--- config.mk ---
export PLATFORM = sky130hd
export DESIGN_NAME = lenient_utf8_decoder
export DESIGN_NICKNAME = d
export VERILOG_FILES = /design/src/lu8d_pkg.sv /design/src/lenient_utf8_decoder.sv /design/src/lu8d_front.sv /design/src/lu8d_queue.sv /design/src/lu8d_back.sv
export SDC_FILE = /design/constraint.sdc
export NUM_CORES = 1
export LEC_CHECK = 0
export ABC_CLOCK_PERIOD_IN_PS = 3540
export BUFFER_PORTS_ARGS = -buffer_cell sky130_fd_sc_hd__buf_2
export CORE_MARGIN = 3
export CORE_UTILIZATION = 59
export CTS_BUF_LIST = sky130_fd_sc_hd__clkbuf_4 sky130_fd_sc_hd__clkbuf_8
export DETAILED_ROUTE_END_ITERATION = 12
export MAX_ROUTING_LAYER = met4
export PLACE_DENSITY_LB_ADDON = 0.05
export REMOVE_ABC_BUFFERS = 1
export SYNTH_ARGS = -nofsm -noshare
export SYNTH_HDL_FRONTEND = slang
export SYNTH_HIERARCHICAL = 1
export SYNTH_SLANG_ARGS = --single-unit
--- constraint.sdc ---
create_clock -name clock -period 3.54 [get_ports clock]
set_input_delay 0.177 -clock clock [delete_from_list [all_inputs] [get_ports clock]]
set_output_delay 0.177 -clock clock [all_outputs]
set_load 0.005 [all_outputs]
--- src/lu8d_pkg.sv ---
package lu8d_pkg;

   localparam int ByteWidth         = 8;
   localparam int CpWidth           = 21;
   localparam int MaxResults        = 3;
   localparam int DefaultQueueDepth = 4;

   localparam logic [ByteWidth-1:0] LeadTwo    = 8'hC0;
   localparam logic [ByteWidth-1:0] LeadThree  = 8'hE0;
   localparam logic [ByteWidth-1:0] LeadFour   = 8'hF0;
   localparam logic [ByteWidth-1:0] LowSixMask = 8'h3F;

   typedef logic [1:0] idx_type;

   // One accepted byte that yields results: up to three code points,
   // the index of the last one and whether the string ends with it.
   typedef struct packed {
      logic [MaxResults-1:0][CpWidth-1:0] cp;
      idx_type                            last_idx;
      logic                               fin;
   } cmd_type;

   function automatic logic [1:0] extra_for(input logic [ByteWidth-1:0] b);
      logic [1:0] ex;
      if (b >= LeadFour) begin
         ex = 2'd3;
      end else if (b >= LeadThree) begin
         ex = 2'd2;
      end else if (b >= LeadTwo) begin
         ex = 2'd1;
      end else begin
         ex = 2'd0;
      end
      return ex;
   endfunction

   function automatic logic [ByteWidth-1:0] lead_bits(input logic [ByteWidth-1:0] b,
                                                      input logic [1:0] ex);
      return b & (LowSixMask >> ex);
   endfunction

endpackage

--- src/lenient_utf8_decoder.sv ---
// Channel    Direction  Handshake             Beat contents
// req        in         req_valid/req_stall   req_data_byte, req_final_byte
// rsp        out        rsp_valid/rsp_stall   rsp_code_point, rsp_run_last, rsp_string_done
//
// One byte is accepted per cycle while the command queue has room; the byte's
// results enter the queue at the same edge and reach rsp once they are at its head.
// The back end gives one result beat per cycle while rsp_stall is low, so a byte
// with three results holds the rsp side for three beats; the queue depth sets how many
// result entries req may run ahead of a stalled rsp side. Synchronous reset empties the
// queue and closes any open sequence; req_stall is high only while the queue is full.
module lenient_utf8_decoder
   import lu8d_pkg::*;
#(
   parameter int QueueDepth = DefaultQueueDepth
)
(
   input  logic                 clock,
   input  logic                 reset,
   input  logic                 req_valid,
   output logic                 req_stall,
   input  logic [ByteWidth-1:0] req_data_byte,
   input  logic                 req_final_byte,
   output logic                 rsp_valid,
   input  logic                 rsp_stall,
   output logic [CpWidth-1:0]   rsp_code_point,
   output logic                 rsp_run_last,
   output logic                 rsp_string_done
);

   logic    accept;
   logic    cmd_valid;
   cmd_type cmd;
   cmd_type head;
   logic    q_empty;
   logic    q_full;
   logic    pop;

   assign req_stall = q_full;
   assign accept    = req_valid && !req_stall;

   lu8d_front u_front (
      .clock      (clock),
      .reset      (reset),
      .accept     (accept),
      .data_byte  (req_data_byte),
      .final_byte (req_final_byte),
      .cmd_valid  (cmd_valid),
      .cmd        (cmd)
   );

   lu8d_queue #(
      .Depth (QueueDepth)
   ) u_queue (
      .clock   (clock),
      .reset   (reset),
      .wr_en   (accept && cmd_valid),
      .wr_data (cmd),
      .rd_en   (pop),
      .head    (head),
      .empty   (q_empty),
      .full    (q_full)
   );

   lu8d_back u_back (
      .clock           (clock),
      .reset           (reset),
      .head            (head),
      .empty           (q_empty),
      .rsp_stall       (rsp_stall),
      .rsp_valid       (rsp_valid),
      .rsp_code_point  (rsp_code_point),
      .rsp_run_last    (rsp_run_last),
      .rsp_string_done (rsp_string_done),
      .pop             (pop)
   );

   // A final byte always yields at least one result.
   a_final_yields: assert property (@(posedge clock) disable iff (reset)
      accept && req_final_byte |=> !q_empty)
      else $error("final byte left no result in the queue");

   // Later results of the same byte must follow a non-last beat.
   a_run_continues: assert property (@(posedge clock) disable iff (reset)
      rsp_valid && !rsp_stall && !rsp_run_last |=> rsp_valid)
      else $error("result run broken before its last beat");

   a_done_is_last: assert property (@(posedge clock) disable iff (reset)
      rsp_valid && rsp_string_done |-> rsp_run_last)
      else $error("string end flagged on a beat that is not last of its run");

   a_reset_clears: assert property (@(posedge clock)
      reset |=> !rsp_valid && !req_stall)
      else $error("queue not empty after reset");

endmodule

--- src/lu8d_front.sv ---
module lu8d_front
   import lu8d_pkg::*;
(
   input  logic                 clock,
   input  logic                 reset,
   input  logic                 accept,
   input  logic [ByteWidth-1:0] data_byte,
   input  logic                 final_byte,
   output logic                 cmd_valid,
   output cmd_type              cmd
);

   logic [1:0]           wanted_ff, wanted_in;
   logic [1:0]           held_ff, held_in;
   logic [CpWidth-1:0]   partial_ff, partial_in;
   logic [ByteWidth-1:0] lead_ff, lead_in;
   logic [ByteWidth-1:0] second_ff, second_in;

   logic [1:0]           ex;
   logic [1:0]           held_next;
   logic [CpWidth-1:0]   shifted;
   logic [CpWidth-1:0]   byte_cp;

   always_comb begin
      ex        = extra_for(data_byte);
      held_next = held_ff + 2'd1;
      shifted   = {partial_ff[CpWidth-7:0], data_byte[5:0]};
      byte_cp   = CpWidth'(data_byte);

      wanted_in  = wanted_ff;
      held_in    = held_ff;
      partial_in = partial_ff;
      lead_in    = lead_ff;
      second_in  = second_ff;

      cmd_valid    = 1'b0;
      cmd.cp       = '0;
      cmd.last_idx = 2'd0;
      cmd.fin      = final_byte;

      if (wanted_ff == 2'd0) begin
         if (ex == 2'd0 || final_byte) begin
            cmd_valid = 1'b1;
            cmd.cp[0] = byte_cp;
         end else begin
            wanted_in  = ex;
            held_in    = 2'd0;
            lead_in    = data_byte;
            partial_in = CpWidth'(lead_bits(data_byte, ex));
         end
      end else begin
         partial_in = shifted;
         held_in    = held_next;
         if (held_next >= wanted_ff) begin
            cmd_valid  = 1'b1;
            cmd.cp[0]  = shifted;
            wanted_in  = 2'd0;
            held_in    = 2'd0;
            partial_in = '0;
         end else begin
            if (held_next == 2'd1) begin
               second_in = data_byte;
            end
            if (final_byte) begin
               // The sequence is cut short: the lead goes out raw and the
               // bytes after it are decoded again on their own.
               cmd_valid = 1'b1;
               cmd.cp[0] = CpWidth'(lead_ff);
               if (held_next == 2'd1) begin
                  cmd.cp[1]    = byte_cp;
                  cmd.last_idx = 2'd1;
               end else begin
                  case (second_ff) inside
                     [LeadTwo : LeadThree - 8'd1]: begin
                        cmd.cp[1]    = CpWidth'({lead_bits(second_ff, 2'd1),
                                                 data_byte[5:0]});
                        cmd.last_idx = 2'd1;
                     end
                     default: begin
                        cmd.cp[1]    = CpWidth'(second_ff);
                        cmd.cp[2]    = byte_cp;
                        cmd.last_idx = 2'd2;
                     end
                  endcase
               end
            end
         end
      end

      if (final_byte) begin
         wanted_in  = 2'd0;
         held_in    = 2'd0;
         partial_in = '0;
      end
   end

   always_ff @(posedge clock) begin
      if (reset) begin
         wanted_ff  <= 2'd0;
         held_ff    <= 2'd0;
         partial_ff <= '0;
      end else if (accept) begin
         wanted_ff  <= wanted_in;
         held_ff    <= held_in;
         partial_ff <= partial_in;
      end
   end

   always_ff @(posedge clock) begin
      if (accept) begin
         lead_ff   <= lead_in;
         second_ff <= second_in;
      end
   end

endmodule

--- src/lu8d_queue.sv ---
module lu8d_queue
   import lu8d_pkg::*;
#(
   parameter int Depth = DefaultQueueDepth
)
(
   input  logic    clock,
   input  logic    reset,
   input  logic    wr_en,
   input  cmd_type wr_data,
   input  logic    rd_en,
   output cmd_type head,
   output logic    empty,
   output logic    full
);

   localparam int PtrWidth   = $clog2(Depth);
   localparam int CountWidth = $clog2(Depth + 1);

   cmd_type                entry_ff [Depth];
   logic [PtrWidth-1:0]    wr_ptr_ff, wr_ptr_in;
   logic [PtrWidth-1:0]    rd_ptr_ff, rd_ptr_in;
   logic [CountWidth-1:0]  count_ff, count_in;

   function automatic logic [PtrWidth-1:0] next_ptr(input logic [PtrWidth-1:0] p);
      logic [PtrWidth-1:0] n;
      if (p == PtrWidth'(Depth - 1)) begin
         n = '0;
      end else begin
         n = p + PtrWidth'(1);
      end
      return n;
   endfunction

   assign empty = (count_ff == '0);
   assign full  = (count_ff == CountWidth'(Depth));
   assign head  = entry_ff[rd_ptr_ff];

   always_comb begin
      wr_ptr_in = wr_en ? next_ptr(wr_ptr_ff) : wr_ptr_ff;
      rd_ptr_in = rd_en ? next_ptr(rd_ptr_ff) : rd_ptr_ff;
      count_in  = count_ff;
      if (wr_en && !rd_en) begin
         count_in = count_ff + CountWidth'(1);
      end else if (rd_en && !wr_en) begin
         count_in = count_ff - CountWidth'(1);
      end
   end

   always_ff @(posedge clock) begin
      if (reset) begin
         wr_ptr_ff <= '0;
         rd_ptr_ff <= '0;
         count_ff  <= '0;
      end else begin
         wr_ptr_ff <= wr_ptr_in;
         rd_ptr_ff <= rd_ptr_in;
         count_ff  <= count_in;
      end
   end

   always_ff @(posedge clock) begin
      if (wr_en) begin
         entry_ff[wr_ptr_ff] <= wr_data;
      end
   end

endmodule

--- src/lu8d_back.sv ---
module lu8d_back
   import lu8d_pkg::*;
(
   input  logic               clock,
   input  logic               reset,
   input  cmd_type            head,
   input  logic               empty,
   input  logic               rsp_stall,
   output logic               rsp_valid,
   output logic [CpWidth-1:0] rsp_code_point,
   output logic               rsp_run_last,
   output logic               rsp_string_done,
   output logic               pop
);

   idx_type idx_ff, idx_in;
   logic    fire;

   assign rsp_valid       = !empty;
   assign rsp_code_point  = head.cp[idx_ff];
   assign rsp_run_last    = (idx_ff == head.last_idx);
   assign rsp_string_done = rsp_run_last && head.fin;
   assign fire            = rsp_valid && !rsp_stall;
   assign pop             = fire && rsp_run_last;

   always_comb begin
      idx_in = idx_ff;
      if (fire) begin
         idx_in = rsp_run_last ? 2'd0 : idx_ff + 2'd1;
      end
   end

   always_ff @(posedge clock) begin
      if (reset) begin
         idx_ff <= 2'd0;
      end else begin
         idx_ff <= idx_in;
      end
   end

endmodule
[Word-level counts from Yosys, hierarchy flattened]
Memories as Yosys holds them, arrays and structs flattened. A register that Yosys moved wholly into a read port is not among the register bits.
Cells that the tools add are included.
Operators by class
  add/subtract/negate cells: 6
  order comparisons: 7
  equal/unequal tests: 6
  shift-type cells: 1
  mux-type cells: 44
  bitwise operators: 4
  reduce and logical (&&, ||, !) cells: 23
Operators with widths (number)
  2-to-1 mux 21 bit: 5
  2-to-1 mux 42 bit: 2
  2-to-1 mux 65 bit: 1
  2-to-1 mux 15 bit: 4
  binary-select mux 21 bit (select 2 bit): 1
  2-to-1 mux 2 bit: 19
  greater-or-equal comparator 8 bit (second input constant): 4
  2-to-1 mux 8 bit: 2
  2-to-1 mux 11 bit: 1
  adder 2 x 1 -> 2 bit (second input constant): 4
  AND 8 bit: 1
  less-or-equal comparator 8 bit (second input constant): 1
  logical AND 1 bit: 8
  >> shifter 6 x 2 -> 8 bit (first input constant): 1
  2-to-1 mux 1 bit: 7
  2-to-1 mux 3 bit: 2
  AND reduction 3 bit: 2
  zero test 1 bit: 5
  == test 2 bit (second input constant): 2
  zero test 2 bit: 2
  AND reduction 4 bit: 1
  adder 3 x 1 -> 3 bit (second input constant): 1
  == test 3 bit (second input constant): 1
  zero test 3 bit: 1
  other kinds (11): 13
Word-level totals
  bits in registers: 44
  memory bits (writable): 264
  bits of input ports: 13
  output and inout port bits: 25
  logic and storage cells: 101
  memories kept: 1
Memory list
  u_queue.entry_ff: words 4, bits a word 66, read ports 1, clocked after Yosys merged registers in 1, write ports 1, line lu8d_queue.sv:20  | cmd_type entry_ff [Depth];

[Logic depth before layout (Yosys ltp)]
  depth in word-level cells: 13
  depth in mapped cells: 13
  gate-level depth less buffers: 13

[Modules after synthesis]
The synthesis kept the hierarchy.
By module, submodules not included
  lu8d_queue: instances 1, cells an instance 388, area each 9958.3 um^2, seq. area each 8107.8 um^2
  lu8d_front: instances 1, cells an instance 186, area each 1956.9 um^2, seq. area each 860.8 um^2
  lu8d_back: instances 1, cells an instance 89, area each 604.3 um^2, seq. area each 40.0 um^2
  lenient_utf8_decoder: instances 1, cells an instance 2, area each 15.0 um^2, seq. area each 0.0 um^2

[Least setup slack after synthesis]
OpenSTA, ideal clock, no wires.
  kind: register to register
  start point: reg u_front.held_ff[0]
  end point: mem u_queue/entry_ff[0][0] (netlist name), enable pin
  data arrival time: 3434 ps
  data required time: 3109 ps
  path slack: -325 ps
  stages on the path, launching flop included: 9
  path buffers: 0
  clock period less this slack: 3865 ps
  cells stage by stage: dfxtp_1 > inv_1 > ha_1 > ha_1 > o22ai_1 > a21oi_2 > or3_1 > and3b_1 > and2_1
On the way
  longest elaborated chain between the ends: 7
RTL lines
  start, declared: line lu8d_front.sv:14  | logic [1:0] held_ff, held_in;
  start signal, assigned: line lu8d_front.sv:104  | held_ff <= held_in;
  adder 2 x 1 -> 2 bit: line lu8d_front.sv:26  | held_next = held_ff + 2'd1;
  greater-or-equal comparator 2 bit: line lu8d_front.sv:54  | if (held_next >= wanted_ff) begin
  2-to-1 mux 1 bit: line lu8d_front.sv:54
  2-to-1 mux 1 bit: line lu8d_front.sv:41  | if (wanted_ff == 2'd0) begin
  via cmd_valid: line lenient_utf8_decoder.sv:31  | logic cmd_valid;
  logical AND 1 bit: line lenient_utf8_decoder.sv:56  | .wr_en (accept && cmd_valid),
  2-to-1 mux 1 bit: line lu8d_queue.sv:63  | if (wr_en) begin
  2-to-1 mux 1 bit (implied by the code): line lu8d_queue.sv:64  | entry_ff[wr_ptr_ff] <= wr_data;
  end, declared: line lu8d_queue.sv:20
The timed path passes the listed nets, and every way through them passes these cells.

==> results.cfg <==
[pwr]
p_leak_nw = 4.68
max-vdd-ir-drop_v = 0.000453
powerDensity_nw_per_um2 = 631

[route]
wl_per_cell_um = 22.2
ant_nets = 0
wl_um = 23400
first_pass_iters = 5
drcViolationCount = 0
via_per_inst = 5.89
drt_iter0_markers = 397
vias = 6184

[hold_path]
min-delay-path-class = input pin to register

[placed_design]
portBuffers = 37
place_congestion = 0.807
pre_cts_ws_ns = 0.327
dpl.hpwl_um = 13400

[global_route]
grt_pass1_vias = 6726
grt_pass1_wl_um = 36500
use_met1_pct = 28.5
grt_max_degree = 67
use_met2_pct = 36.1
grt_usage_pct = 21.9
grt_util_met3_pct = 3.96
busiest_layer = met2
grt_overflow_total = 0
antenna_found_initial = 0

[timing]
setup_ws_ns = 0.296
post-route-period-util_pct = 91.6
hold_ws_ns = 0.0344
fin_worst_skew_ns = 0.0105
finalHoldViolCount = 0
slew_viol_final = 0
tightestPinTransition_ns = 1.11
max_freq_ghz = 0.308
rsz0062_at_grt = no
min_period_ns = 3.24
slew_headroom_pct = 26.2
setup_viol = 0

[floorplan]
io_pins = 38
core_um2 = 20600
die-area_um2 = 23000
row_count = 52
die_x_um = 152
initial_core_util_pct = 61.0
die_h_um = 152

[worst_setup_path]
worst_setup_path_start_kind = register
critPathCaptureType = primary output
cp_max_fo = 50
crit_type = register to primary output
cp.required_ns = 3.36
arrival_ns = 3.07

[clock_tree]
cts_tree = yes
clkSinkCount = 310
cts_buffers = 47
clk_latency_ns = 0.54
clk_pin_slew_ns = 0.06
h-tree-depth = 2
clock-root-buffer = clkbuf_8
clk_path_buf_depth = 3
cts_resized = 0

[cells_and_area]
area_growth_syn_to_layout_pct = 10.9
nets = 766
drive_above_1_share_pct = 28.3
antennaDiodeCount = 0

[logic_synthesis]
synth_commonest_cells = edfxtp_1, mux4_2, buf_4, dfxtp_1, nand2_1
synth_largest_area_cell = edfxtp_1
yosysSeqAreaShare_pct = 71.9
ys_warn_count = 6
yosysMostFrequentCell = edfxtp_1
syn_area_um2 = 12500
ys_ff_latch = 310
syn_avg_cell_area_um2 = 18.8
async_reset_ff_share_pct = 0
syn_inst = 665
synth_top_area_share_pct = 67.1
synth_cell_type_count = 56
synth_flop_cell = edfxtp_1
netlist_top_cells_area = edfxtp_1, mux4_2, dfxtp_1
synth_edf_count = 280

[outcome]
status = finished, final reports clean

[job]
max-cap-violations = 0
-- timing repair --
action,in CTS,in global routing
hold buffers,10,0
endpoints found under the hold margin,24,0
setup buffers,0,0
-- per-stage QoR --
stage / total power, W / util, % / area, um2 / TNS [ns] / instances
after floorplan: 0.00555 / - / 12200 / -135.13 / 634
after global placement: 0.00602 / 62.6 / 12900 / 0 / 954
after detailed placement: 0.00605 / 62.6 / 12900 / 0 / 954
after CTS: 0.00889 / 67.6 / 13900 / 0 / 1050
after global routing: 0.00919 / 67.6 / 13900 / 0 / 1050
final: 0.00878 / 67.6 / 13900 / 0 / 1050
-- layer usage --
metal | wire (um) | up-vias
met2 | 11900 | 199
met3 | 1240 | 53
met5 | 0 | -
met1 | 9640 | 3149
met4 | 526 | 0
li1 | - | 2783
-- cells in the final DEF, fill, tap and decap left out, drive strengths merged, types with 9 or more instances in the layout --
| master | instances |
|---|---|
| mux2i | 26 |
| conb | 23 |
| a22o | 24 |
| clkinv | 10 |
| nor2 | 18 |
| dfxtp | 30 |
| o21ai | 24 |
| nand2 | 29 |
| clkbuf | 75 |
| mux4 | 66 |
| inv | 18 |
| ha | 9 |
| dlygate4sd3 | 10 |
| edfxtp | 280 |
| buf | 50 |
| and2 | 22 |
-- registers in the layout (all words and copies together), names as in the netlist, named ones only --
signal	flops
u_queue/entry_ff	264
u_front/partial_ff	15
u_front/lead_ff	8
u_front/second_ff	8
u_queue/count_ff	3
u_back/idx_ff	2
u_front/held_ff	2
u_front/wanted_ff	2
u_queue/rd_ptr_ff	2
u_queue/wr_ptr_ff	2
-- power breakdown --
group          internal, W  switching, W
Combinational     0.000695      0.000797
Sequential         0.00434      0.000125
Clock              0.00157       0.00126
-- area by class of cell --
class                           count  area, um2
Multi-Input combinational cell    306       3170
Inverter                           18       67.6
Clock inverter                     11       51.3
Timing Repair Buffer               60        383
Tap cell                          270        338
Fill cell                        1421       6660
Sequential cell                   310       9010
Clock buffer                       75        876
-- path summary, 6_finish.rpt --
path | start | end | slack (ns) | cells after the start
max | register | rsp_code_point[4] | 0.30 | 5
min | reset | u_queue/wr_ptr_ff[0]$_SDFFE_PP0P_ | 0.03 | 2
max reg2reg | u_front/held_ff[0]$_SDFFE_PP0P_ | u_queue/entry_ff[2][40]$_DFFE_PP_ | 0.32 | 8
min reg2reg | u_front/held_ff[1]$_SDFFE_PP0P_ | u_front/held_ff[1]$_SDFFE_PP0P_ | 0.48 | 1
-- logic make-up (layout without fill, tap and decap cells) --
logic type | count (synthesis) | count (layout) | share of synthesized area (%)
buf+inv | 71 | 164 | 3.60
xor+xnor | 4 | 4 | 0.339
flops | 310 | 310 | 71.9
compound gates | 74 | 74 | 4.49
fa+ha+maj | 10 | 10 | 1.06
simple gates | 102 | 102 | 4.58
other cells | 1 | 23 | 0.0299
mux | 93 | 93 | 14.0
-- critical path, cell delays in order, from the launching register on --
cell,delay (ns)
dfxtp_4,0.57
buf_4,0.83
mux4_2,0.61
mux2i_1,0.13
o21ai_0,0.15
buf_2,0.17
(Power assumes the default switching activity.)
